<file path="config.mk">
export PLATFORM = sky130hd
export DESIGN_NAME = lcdbp_queue
export DESIGN_NICKNAME = d
export VERILOG_FILES = /design/src/lcdbp_pkg.sv /design/src/lcdbp_queue.sv
export SDC_FILE = /design/constraint.sdc
export NUM_CORES = 1
export LEC_CHECK = 0
export ABC_AREA = 1
export ABC_CLOCK_PERIOD_IN_PS = 1900
export BUFFER_PORTS_ARGS = -buffer_cell sky130_fd_sc_hd__buf_2
export CORE_AREA = 3 3 105 87
export DETAILED_ROUTE_END_ITERATION = 7
export DIE_AREA = 0 0 108 90
export PLACE_DENSITY_LB_ADDON = 0.3
export SYNTH_ARGS = -nofsm -noshare
export SYNTH_HDL_FRONTEND = slang
export SYNTH_SLANG_ARGS = --single-unit
export TNS_END_PERCENT = 30
</file>
<file path="constraint.sdc">
create_clock -name clk -period 1.9 [get_ports clk]
set_input_delay 0.095 -clock clk [delete_from_list [all_inputs] [get_ports clk]]
set_output_delay 0.095 -clock clk [all_outputs]
set_load 0.01 [all_outputs]
</file>
<file path="src/lcdbp_pkg.sv">
package lcdbp_pkg;

  // screen size seen by the pixel scan-out
  localparam int SCREEN_WIDTH  = 160;
  localparam int SCREEN_HEIGHT = 160;

  // video memory geometry
  localparam int VRAM_AW    = 13;
  localparam int VRAM_DEPTH = 1 << VRAM_AW;

  // command queue between front and back
  localparam int QUEUE_DEPTH = 4;
  localparam int QUEUE_AW    = $clog2(QUEUE_DEPTH);

  // pointer steps
  localparam logic [VRAM_AW-1:0] STEP_ROW  = 13'h0020;
  localparam logic [VRAM_AW-1:0] STEP_BYTE = 13'h0001;

  // row translation constants
  localparam logic [7:0] ROW_WRAP        = 8'hC8;
  localparam logic [7:0] WINDOW_ROW_BASE = 8'hD0;
  localparam logic [7:0] FIXED_ROW_BASE  = 8'hF8;
  localparam logic [7:0] WINDOW_LINES    = 8'h10;

  // control register bits
  localparam int CTRL_BLANK = 7;
  localparam int CTRL_VSTEP = 6;
  localparam int CTRL_WIN   = 5;
  localparam int CTRL_SWAP  = 4;

  // word opcodes
  typedef enum logic [1:0] {
    OP_BUS_WRITE = 2'd0,
    OP_BUS_READ  = 2'd1,
    OP_RENDER    = 2'd2,
    OP_NONE      = 2'd3
  } opcode_t;

  // bus register select
  typedef enum logic [2:0] {
    REG_CTRL    = 3'd1,
    REG_HSCROLL = 3'd2,
    REG_VSCROLL = 3'd3,
    REG_XPOS    = 3'd4,
    REG_YPOS    = 3'd5,
    REG_DATA    = 3'd7
  } reg_sel_t;

  // what the back end has to do with a queued word
  typedef enum logic [1:0] {
    CMD_NOP    = 2'd0,
    CMD_WRITE  = 2'd1,
    CMD_READ   = 2'd2,
    CMD_RENDER = 2'd3
  } cmd_kind_t;

  // input word split into its fields (packed struct)
  typedef struct packed {
    logic [7:0] column;
    logic [7:0] screen_row;
    logic [7:0] write_data;
    logic [2:0] reg_address;
    logic [1:0] opcode;
  } in_word_t;

  // queue entry
  typedef struct packed {
    cmd_kind_t          kind;
    logic               plane;
    logic [VRAM_AW-1:0] addr;
    logic [7:0]         wdata;
    logic [2:0]         bit_sel;
    logic               swap;
  } cmd_t;

  // back end status towards the front
  typedef struct packed {
    logic               clearing;
    logic [VRAM_AW-1:0] clear_addr;
  } back_status_t;

endpackage

</file>
<file path="src/lcdbp_queue.sv">
module lcdbp_queue import lcdbp_pkg::*; (
  input  logic clk,
  input  logic rst,
  input  logic push,
  input  cmd_t push_cmd,
  input  logic pop,
  output logic q_valid,
  output logic q_full,
  output cmd_t head
);

  cmd_t                slots [QUEUE_DEPTH];
  logic [QUEUE_AW-1:0] wr_ptr;
  logic [QUEUE_AW-1:0] rd_ptr;
  logic [QUEUE_AW:0]   count;

  assign q_valid = count != '0;
  assign q_full  = count == (QUEUE_AW+1)'(QUEUE_DEPTH);
  assign head    = slots[rd_ptr];

  // entry storage
  always_ff @(posedge clk) begin
    if (push) slots[wr_ptr] <= push_cmd;
  end

  // pointers and fill level
  always_ff @(posedge clk) begin
    if (rst) begin
      wr_ptr <= '0;
      rd_ptr <= '0;
      count  <= '0;
    end else begin
      if (push) wr_ptr <= wr_ptr + 1'b1;
      if (pop)  rd_ptr <= rd_ptr + 1'b1;
      if (push && !pop)      count <= count + 1'b1;
      else if (!push && pop) count <= count - 1'b1;
    end
  end

endmodule

</file>
==> results.sh <==
export IMPL_final_common_cell="edfxtp_1"
export IMPL_synth_adder_area_share_pct=1.79
export IMPL_track_usage_pct=20.1
export IMPL_wl_per_cell_um=16.5
export IMPL_synth_area_mux_share_pct=0
export IMPL_crit_chain="buf_6 -> o21ai_0 -> o22ai_1 -> buf_2"
export IMPL_yosys_warnings=0
export IMPL_worst_setup_path_type="flop to primary output"
export IMPL_synth_top_family_by_area="compound AO/OA/AOI/OAI gates"
export IMPL_drtAntennaViolNets=0
export IMPL_clock_sinks=121
export IMPL_reg2reg_depth=5
export IMPL_initial_core_util_pct=57.4
export IMPL_worstSkewPairLatency_ns=0.51
export IMPL_grt_pass1_wl_um=14500
export IMPL_layout_setup_ws_ns=0.0796
export IMPL_pin_count=62
export IMPL_vias=2927
export IMPL_rows=29
export IMPL_synth_compound_area_share_pct=10.8
export IMPL_path_depth=4
export IMPL_r2r_end="slots[1][9]"
export IMPL_viasPerCell=5.25
export IMPL_startpoint_type="flop"
export IMPL_gp_congestion=0.751
export IMPL_grtUsageMet1_pct=26.8
export IMPL_synth_edf_count=112
export IMPL_min_from="rst"
export IMPL_slew_limit_headroom_pct=79.0
export IMPL_setup_tns_final_ns=0
export IMPL_ys_flop_type="edfxtp_1"
export IMPL_hold_class="primary input to flop"
export IMPL_hold_violations=0
export IMPL_yosys_area_share_simple_pct=6.31
export IMPL_dieHeight_um=90
export IMPL_dr_first_iter_drc_count=161
export IMPL_syn_inst=330
export IMPL_layout_common_cells="112 x edfxtp_1, 63 x nor2_1, 61 x buf_2"
export IMPL_rsz0062_at_grt="true"
export IMPL_drive_above_1_share_pct=23.6
export IMPL_overflow=0
export IMPL_slew_violations=0
export IMPL_period_needed_ns=1.82
export IMPL_cp_endpoint="head[2]"
export IMPL_avgSynthCellArea_um2=13.9
export IMPL_clk_path_buf_depth=2
export IMPL_end_kind="primary output"
export IMPL_fin_crit_sh_pct=95.8
export IMPL_synth_seq_area_share_pct=77.0
export IMPL_synthArstFlopShare_pct=0
export IMPL_reg2reg_setup_slack_ns=0.53
export IMPL_synth_cell_types=21
export IMPL_slowest_delay_ns=0.39
export IMPL_route_detailed_drc=0
export IMPL_clock_fmax_ghz=0.549
export IMPL_routed_wirelength_um=9230
export IMPL_path_clk_slew_ns=0.05
export IMPL_synth_nets=368
export IMPL_timing_hold_ws_ns=0.304
export IMPL_grt_pass1_vias=2977
export IMPL_die_x_um=108
export IMPL_portBuffers=61
export IMPL_place_area_um2=5060
export IMPL_r2r_start="wr_ptr[1]"
export IMPL_path_max_fanout=36
export IMPL_place_ws_ns=0.529
export IMPL_antenna_found_initial=0
export IMPL_power_density_nw_per_um2=1150
export IMPL_dr_pass1_iters=5
export IMPL_nets=475
export IMPL_crit_slowest_cell="dfxtp_2"
export IMPL_status="complete, no violations"
export IMPL_grt_start_max_net_pins=43
export IMPL_hpwlAfterDp_um=5250
export IMPL_worst_pin_slew_ns=0.315
export IMPL_syn_area_um2=4600
export IMPL_ir_drop_mv=0.663
export IMPL_grtUsageMet3_pct=7.74
export IMPL_ys_seq_elements=121
export IMPL_htreeDepth=4
export IMPL_synth_xor_area_share_pct=0.190
export IMPL_p_leak_nw=2.26
export IMPL_nFillCells=497
export IMPL_drv_cap=0
export IMPL_critPathBufInv=2
export IMPL_skew_ns=0.00726
export IMPL_cts_buffers=17
export IMPL_dieArea_um2=9720
export IMPL_clockRootBuffer="clkbuf_8"
export IMPL_arrival_ns=1.73
export IMPL_crit_family="buffers and inverters"
export IMPL_top_usage_layer="met2"
export IMPL_cp_required_ns=1.80
export IMPL_use_met2_pct=29.8
export IMPL_stdcell_area_um2=5990
export IMPL_holdPathStages=3
export IMPL_cts_tree="done"
export IMPL_syn2layout_area_growth_pct=30.2
export IMPL_n_antenna_cell=0
export IMPL_power_mw=6.90
export IMPL_report_final_setup_viol=0
export IMPL_core_um2=8020
==> tightest hold or removal path, stage by stage <==
cell and delay, ns:
dlygate4sd3_1 0.53, buf_2 0.11, nor2_1 0.04
==> per-stage QoR <==
stage	util, %	instances
after detailed placement	63.1	495
after floorplan	-	330
after CTS	74.5	558
after global placement	63.1	495
after global routing	74.7	558
final	74.7	558
==> kinds of logic after synthesis <==
group / count (synthesis)
AO/OA/AOI/OAI: 92
XOR/XNOR: 1
adder cells (fa/ha/maj): 6
buffers and inverters: 34
flip-flops: 121
AND/OR/NAND/NOR: 76
==> layout make-up <==
class                      instances  area (um^2)  area share [%]
tap                              108          135            2.26
sequential                       121         3540            59.2
inverter                          17         72.6            1.21
multi-input combinational        175          883            14.7
timing repair buffer             105          758            12.7
clock buffer                      18          418            6.98
clock inverter                    14          179            2.99
==> synthesized netlist by cell type, types with 3 or more instances <==
| library cell | count | area share (%) |
|---|---|---|
| a21oi_1 | 3 | 0.33 |
| buf_2 | 3 | 0.33 |
| buf_6 | 6 | 1.5 |
| clkbuf_1 | 7 | 0.57 |
| dfxtp_1 | 9 | 3.9 |
| edfxtp_1 | 112 | 73 |
| ha_1 | 5 | 1.4 |
| inv_1 | 15 | 1.2 |
| nand2_1 | 10 | 0.82 |
| nor2_1 | 63 | 5.1 |
| o21ai_0 | 46 | 5.0 |
| o21ai_1 | 15 | 1.6 |
| o22ai_1 | 28 | 3.8 |
==> report_power, final <==
part           internal (mW)  leakage [nW]  switching (mW)  total [mW]
Sequential              3.04          1.10          0.0405        3.08
Clock                   2.11         0.287            1.09        3.20
Combinational          0.252         0.866           0.371       0.623
Total                   5.40          2.26            1.50        6.90
==> repair_timing <==
| item | 4_1_cts | 5_1_grt |
|---|---|---|
| hold buffers | 31 | 0 |
| pin swaps | 0 | 1 |
| setup buffers | 0 | 0 |
| endpoints found under the hold margin | 121 | 0 |
| resized for setup | 2 | 4 |
| endpoints found under the setup margin | 2 | 18 |
==> metal layers <==
layer	vias up	share of wire, %
met5	-	0
li1	1435	-
met2	113	49
met4	0	1.6
met1	1369	44
met3	10	6.3
==> flip-flops by register name, indices dropped and copies added (netlist names), named ones only <==
signal / count
count: 3
wr_ptr: 2
rd_ptr: 2
slots: 112
==> how the worst min path moves through the flow <==
stage,end,slack (ns)
floorplan,count[0],0.17
detailed placement,count[0],0.28
finish,count[0],0.30
global route,count[0],0.32
global placement,count[0],0.27
CTS,count[0],0.27
(Power assumes the default switching activity.)
