[config.mk]
export PLATFORM = sky130hd
export DESIGN_NAME = lcdbp_front
export DESIGN_NICKNAME = d
export VERILOG_FILES = /design/src/lcdbp_pkg.sv /design/src/lcdbp_front.sv
export SDC_FILE = /design/constraint.sdc
export NUM_CORES = 1
export LEC_CHECK = 0
export ABC_CLOCK_PERIOD_IN_PS = 3500
export BUFFER_PORTS_ARGS = -buffer_cell sky130_fd_sc_hd__buf_4
export CAP_MARGIN = 20
export CORE_MARGIN = 5
export CORE_UTILIZATION = 35
export CTS_CLUSTER_DIAMETER = 50
export DETAILED_ROUTE_END_ITERATION = 10
export GPL_ROUTABILITY_DRIVEN = 1
export HOLD_SLACK_MARGIN = 0.05
export SETUP_SLACK_MARGIN = 0.2
export SYNTH_ARGS = -nofsm -noshare
export SYNTH_HDL_FRONTEND = slang
export SYNTH_SLANG_ARGS = --single-unit
[constraint.sdc]
create_clock -name clk -period 3.5 [get_ports clk]
set_clock_uncertainty 0.05 [all_clocks]
set_input_delay 0.35 -clock clk [delete_from_list [all_inputs] [get_ports clk]]
set_output_delay 0.35 -clock clk [all_outputs]
set_load 0.02 [all_outputs]
[src/lcdbp_pkg.sv]
package lcdbp_pkg;

  // screen size seen by the pixel scan-out
  localparam int SCREEN_WIDTH  = 160;
  localparam int SCREEN_HEIGHT = 160;

  // video memory geometry
  localparam int VRAM_AW    = 13;
  localparam int VRAM_DEPTH = 1 << VRAM_AW;

  // command queue between front and back
  localparam int QUEUE_DEPTH = 4;
  localparam int QUEUE_AW    = $clog2(QUEUE_DEPTH);

  // pointer steps
  localparam logic [VRAM_AW-1:0] STEP_ROW  = 13'h0020;
  localparam logic [VRAM_AW-1:0] STEP_BYTE = 13'h0001;

  // row translation constants
  localparam logic [7:0] ROW_WRAP        = 8'hC8;
  localparam logic [7:0] WINDOW_ROW_BASE = 8'hD0;
  localparam logic [7:0] FIXED_ROW_BASE  = 8'hF8;
  localparam logic [7:0] WINDOW_LINES    = 8'h10;

  // control register bits
  localparam int CTRL_BLANK = 7;
  localparam int CTRL_VSTEP = 6;
  localparam int CTRL_WIN   = 5;
  localparam int CTRL_SWAP  = 4;

  // word opcodes
  typedef enum logic [1:0] {
    OP_BUS_WRITE = 2'd0,
    OP_BUS_READ  = 2'd1,
    OP_RENDER    = 2'd2,
    OP_NONE      = 2'd3
  } opcode_t;

  // bus register select
  typedef enum logic [2:0] {
    REG_CTRL    = 3'd1,
    REG_HSCROLL = 3'd2,
    REG_VSCROLL = 3'd3,
    REG_XPOS    = 3'd4,
    REG_YPOS    = 3'd5,
    REG_DATA    = 3'd7
  } reg_sel_t;

  // what the back end has to do with a queued word
  typedef enum logic [1:0] {
    CMD_NOP    = 2'd0,
    CMD_WRITE  = 2'd1,
    CMD_READ   = 2'd2,
    CMD_RENDER = 2'd3
  } cmd_kind_t;

  // input word split into its fields (packed struct)
  typedef struct packed {
    logic [7:0] column;
    logic [7:0] screen_row;
    logic [7:0] write_data;
    logic [2:0] reg_address;
    logic [1:0] opcode;
  } in_word_t;

  // queue entry
  typedef struct packed {
    cmd_kind_t          kind;
    logic               plane;
    logic [VRAM_AW-1:0] addr;
    logic [7:0]         wdata;
    logic [2:0]         bit_sel;
    logic               swap;
  } cmd_t;

  // back end status towards the front
  typedef struct packed {
    logic               clearing;
    logic [VRAM_AW-1:0] clear_addr;
  } back_status_t;

endpackage

[src/lcdbp_front.sv]
module lcdbp_front import lcdbp_pkg::*; (
  input  logic         clk,
  input  logic         rst,
  input  logic         in_valid,
  output logic         in_ready,
  input  in_word_t     in_word,
  input  back_status_t status,
  input  logic         q_full,
  output logic         push,
  output cmd_t         push_cmd
);

  logic [VRAM_AW-1:0] vram_pointer;
  logic               plane_select;
  logic               blank_flag;
  logic               step_vertical;
  logic               window_flag;
  logic               swap_flag;
  logic [7:0]         scroll_x;
  logic [7:0]         scroll_y;

  logic [VRAM_AW-1:0] ptr_stepped;
  logic [8:0]         row_sum;
  logic [8:0]         row_sub;
  logic [2:0]         fix_line;
  logic [7:0]         row;
  logic [7:0]         xoff;
  logic [7:0]         xpos;
  logic               off_screen;
  logic               accept;

  assign in_ready = !q_full && !status.clearing;
  assign accept   = in_valid && in_ready;
  assign push     = accept;

  assign ptr_stepped = vram_pointer + (step_vertical ? STEP_ROW : STEP_BYTE);

  // register window and pointer
  always_ff @(posedge clk) begin
    if (rst) begin
      vram_pointer  <= '0;
      plane_select  <= 1'b0;
      blank_flag    <= 1'b0;
      step_vertical <= 1'b0;
      window_flag   <= 1'b0;
      swap_flag     <= 1'b0;
      scroll_x      <= '0;
      scroll_y      <= '0;
    end else if (accept) begin
      unique case (opcode_t'(in_word.opcode))
        OP_BUS_WRITE: begin
          case (reg_sel_t'(in_word.reg_address))
            REG_CTRL: begin
              blank_flag    <= in_word.write_data[CTRL_BLANK];
              step_vertical <= in_word.write_data[CTRL_VSTEP];
              window_flag   <= in_word.write_data[CTRL_WIN];
              swap_flag     <= in_word.write_data[CTRL_SWAP];
            end
            REG_HSCROLL: scroll_x <= in_word.write_data;
            REG_VSCROLL: scroll_y <= in_word.write_data;
            REG_XPOS: begin
              plane_select <= in_word.write_data[7];
              vram_pointer <= {vram_pointer[VRAM_AW-1:5], in_word.write_data[4:0]};
            end
            REG_YPOS: vram_pointer <= {in_word.write_data, vram_pointer[4:0]};
            REG_DATA: vram_pointer <= ptr_stepped;
            default: ;
          endcase
        end
        OP_BUS_READ: vram_pointer <= ptr_stepped;
        OP_RENDER, OP_NONE: ;
      endcase
    end
  end

  // row and x offset translation for a pixel
  assign row_sum  = {1'b0, in_word.screen_row} + {1'b0, scroll_y};
  assign row_sub  = row_sum - {1'b0, ROW_WRAP};
  assign fix_line = scroll_y[2:0];

  always_comb begin
    row  = '0;
    xoff = scroll_x;
    if (scroll_y < ROW_WRAP) begin
      row = (row_sum >= {1'b0, ROW_WRAP}) ? row_sub[7:0] : row_sum[7:0];
      if (window_flag && in_word.screen_row < WINDOW_LINES) begin
        xoff = '0;
        row  = WINDOW_ROW_BASE + in_word.screen_row;
      end
    end else if (scroll_y[3]) begin
      row = '0;
    end else if (in_word.screen_row <= {5'b0, fix_line}) begin
      // fixed status lines at the top
      xoff = '0;
      row  = FIXED_ROW_BASE + in_word.screen_row + {5'b0, ~fix_line};
    end else begin
      row = in_word.screen_row;
    end
  end

  assign xpos       = xoff + in_word.column;
  assign off_screen = ({1'b0, in_word.screen_row} >= 9'(SCREEN_HEIGHT)) ||
                      ({1'b0, in_word.column} >= 9'(SCREEN_WIDTH));

  // classify the word into a queue command
  always_comb begin
    push_cmd         = '0;
    push_cmd.kind    = CMD_NOP;
    push_cmd.plane   = plane_select;
    push_cmd.wdata   = in_word.write_data;
    push_cmd.swap    = swap_flag;
    push_cmd.addr    = vram_pointer;
    push_cmd.bit_sel = xpos[2:0];
    unique case (opcode_t'(in_word.opcode))
      OP_BUS_WRITE: begin
        if (reg_sel_t'(in_word.reg_address) == REG_DATA) push_cmd.kind = CMD_WRITE;
      end
      OP_BUS_READ: push_cmd.kind = CMD_READ;
      OP_RENDER: begin
        push_cmd.addr = {row, xpos[7:3]};
        if (!blank_flag && !off_screen) push_cmd.kind = CMD_RENDER;
      end
      OP_NONE: ;
    endcase
  end

endmodule

==> reports/metrics.cfg <==
[status]
status=finished, violations left
violations=negative setup slack

[worst_setup_path]
start_kind=flip-flop
path_delay_family=simple AND/OR/NAND/NOR gates
r2r_slack_ns=1.39
slowest_stage=or4_4
cp_cell_sequence=ha_4, nand2b_1, or4_4, a21oi_4, nor2_4, and2_4, buf_6, fa_2, a21oi_2, o21bai_1, a21o_1, a21oi_2, xor2_1, o21ai_2, buf_6
critPathKind=reg2out
critPathMaxFanout=3
cp.arrival_ns=3.35
critPathCaptureType=output pin
critical_path_buf_inv_count=2
crit_required_ns=3.10
slowest_delay_ns=0.54

[yosys]
ys_seq_area_frac=0.199
synth_edf_count=0
synth.ff_latch_count=34
synthTopCellsByArea=dfxtp_1, ha_1, mux2i_1
synth_common_cells=nor2_1, nand2_1, dfxtp_1
yosysTopAreaCellShare=0.199
yosys_warnings=0
syn-cell-area_sq_mm=0.00342
synth_area_leader_cell=dfxtp_1
synthCells=455
post-synth-top-count-cell=nor2_1
ys_types=69
ys.flop_type=dfxtp_1
ys_async_sr_fraction=0
avgSynthCellArea_sq_um=7.51
syn-num-nets=532

[timing]
layout_setup_ws_ns=-0.248
clock.fmax_ghz=0.267
period_share=1.07
drv_slew=0
worst_pin_slew_ns=0.957
finalSetupViolations=7
rsz0062_at_grt=yes
hold_viol_final=0
maxSlewHeadroom=0.357
min_period_ns=3.75
tns_ns=-1.12
whs_ns=0.309

[global_routing]
grtUsageTotal=0.189
grt_pass1_vias=3647
grt_pass1_wl_mm=17.9
antenna_found_initial=0
grt_max_degree=35
grt_overflow=0

[placement]
dpl.hpwl_mm=8.63
pre_cts_ws_ns=-0.213
port_buffers=63
gp_congestion=0.894

[drt]
drc=0
firstDrtPassIters=4
drtIter0Drc=194
wl_per_cell_um=16.0
ant_nets=0
via_per_inst=5.34
wl_mm=11.0
vias=3660

[pwr]
power.switching_mw=0.324
comb_power_share=0.302
p_total_mw=1.01
peakVddDrop_v=0.000196
clock_power_share=0.310
cell_internal_pwr_mw=0.684
leakage_nw=2.11
powerDensity_mw_per_mm2=213
swShare=0.322
pwr-share-seq=0.389

[die]
die_x_um=109
core_sq_mm=0.00964
rows=36
die_y_um=109
start_util=0.354
dieArea_sq_mm=0.0118
ios=77

[clocking]
clock_latency_ns=0.29
h-tree-depth=2
cts-root-buf=clkbuf_8
cts_buffers=5
cts_buffer_depth=2
ctsHoldBuffers=0
cts_sinks=34
path_clk_slew_ns=0.07
cts_tree=yes

[min_path]
hp-class=in2reg

[final_layout]
post_route_cells_drive_above_1_share=0.333
layout.nets=629
utilization=0.492
diodes=0
area_growth_pct=38.8

[job]
max_cap_violations=0

==> sequential cells by signal, summed over array words and instances (netlist names) <==
| register | cells |
|---|---|
| swap_flag | 1 |
| scroll_y | 8 |
| plane_select | 1 |
| step_vertical | 1 |
| scroll_x | 8 |
| window_flag | 1 |
| blank_flag | 1 |
| vram_pointer | 13 |
==> worst register-to-register path, stage by stage, from the launching register on <==
cell	delay, ns
dfxtp_1	0.39
inv_1	0.07
ha_1	0.19
nand3_1	0.14
nor2_1	0.07
o21ai_0	0.48
nor2_1	0.13
xor2_1	0.17
a22oi_1	0.09
a211oi_1	0.26
==> power groups by stage <==
stage | registers, mW | clock network (mW) | logic [mW]
CTS | 0.392 | 0.322 | 0.292
finish | 0.392 | 0.312 | 0.304
floorplan | 0.400 | 0 | 0.158
global route | 0.392 | 0.335 | 0.331
detailed placement | 0.401 | 0 | 0.281
global placement | 0.401 | 0 | 0.279
==> cell families (layout without fill, tap and decap cells) <==
| kind of cell | count (synthesis) | count (layout) | share of synthesized area |
|---|---|---|---|
| xor gates and xnor gates | 21 | 21 | 0.0538 |
| buffers and inverters | 51 | 149 | 0.0711 |
| and+or+nand+nor | 164 | 164 | 0.229 |
| muxes | 21 | 21 | 0.0615 |
| DFF | 34 | 34 | 0.199 |
| AOI/OAI and AO/OA | 134 | 134 | 0.269 |
| adders and majority gates | 30 | 30 | 0.116 |
==> layout by cell type (no fill, tap or decap), drive strengths merged, types with 3 or more instances in the layout <==
master / n
fa: 3
nand3: 16
nand4: 3
nor2b: 4
mux2i: 21
nor2: 56
nor3: 10
inv: 24
a311oi: 3
nand2b: 5
xor2: 7
a221oi: 4
o221ai: 3
nor3b: 3
o21bai: 3
o21ai: 30
a31oi: 5
clkbuf: 6
xnor2: 14
ha: 27
o211ai: 3
o31ai: 6
a22oi: 10
nand2: 41
buf: 117
and2: 12
dfxtp: 34
and3: 3
a21oi: 29
a21o: 6
a211oi: 8
a211o: 3
==> path summary, 6_finish.rpt <==
kind                  from         endpoint  cells after the start
min            in_word[10]      scroll_x[5]                      3
min reg2reg   plane_select     plane_select                      2
max            scroll_y[0]     push_cmd[15]                     15
max reg2reg  step_vertical  vram_pointer[9]                      9
==> per-layer routing <==
metal | track usage | vias up | routed length, um
li1 | - | 1828 | -
met1 | 0.256 | 1718 | 5090
met2 | 0.323 | 104 | 5130
met3 | 0.0290 | 10 | 633
met4 | 0.0280 | 0 | 107
met5 | 0 | - | 0
==> per-stage QoR <==
stage                     cells  cell area [sq um]
final                       686               4740
after CTS                   682               4600
after detailed placement    672               4380
after floorplan             455               3530
after global placement      672               4380
after global routing        686               4740
==> final cells by class <==
type | count | area (sq um)
multi-input cells | 370 | 2780
inverters | 24 | 90.1
clock buffers | 6 | 82.6
well taps | 133 | 166
repair buffers | 117 | 923
flip-flops and latches | 34 | 684
clock inverters | 2 | 12.5
fillers | 948 | 4900
==> repair_timing <==
action / CTS / global route
endpoints found under the setup margin: 11 / 11
setup buffers: 2 / 4
pin swaps: 28 / 15
resized for setup: 26 / 19
Note: power is estimated with default switching activity, not from simulation.
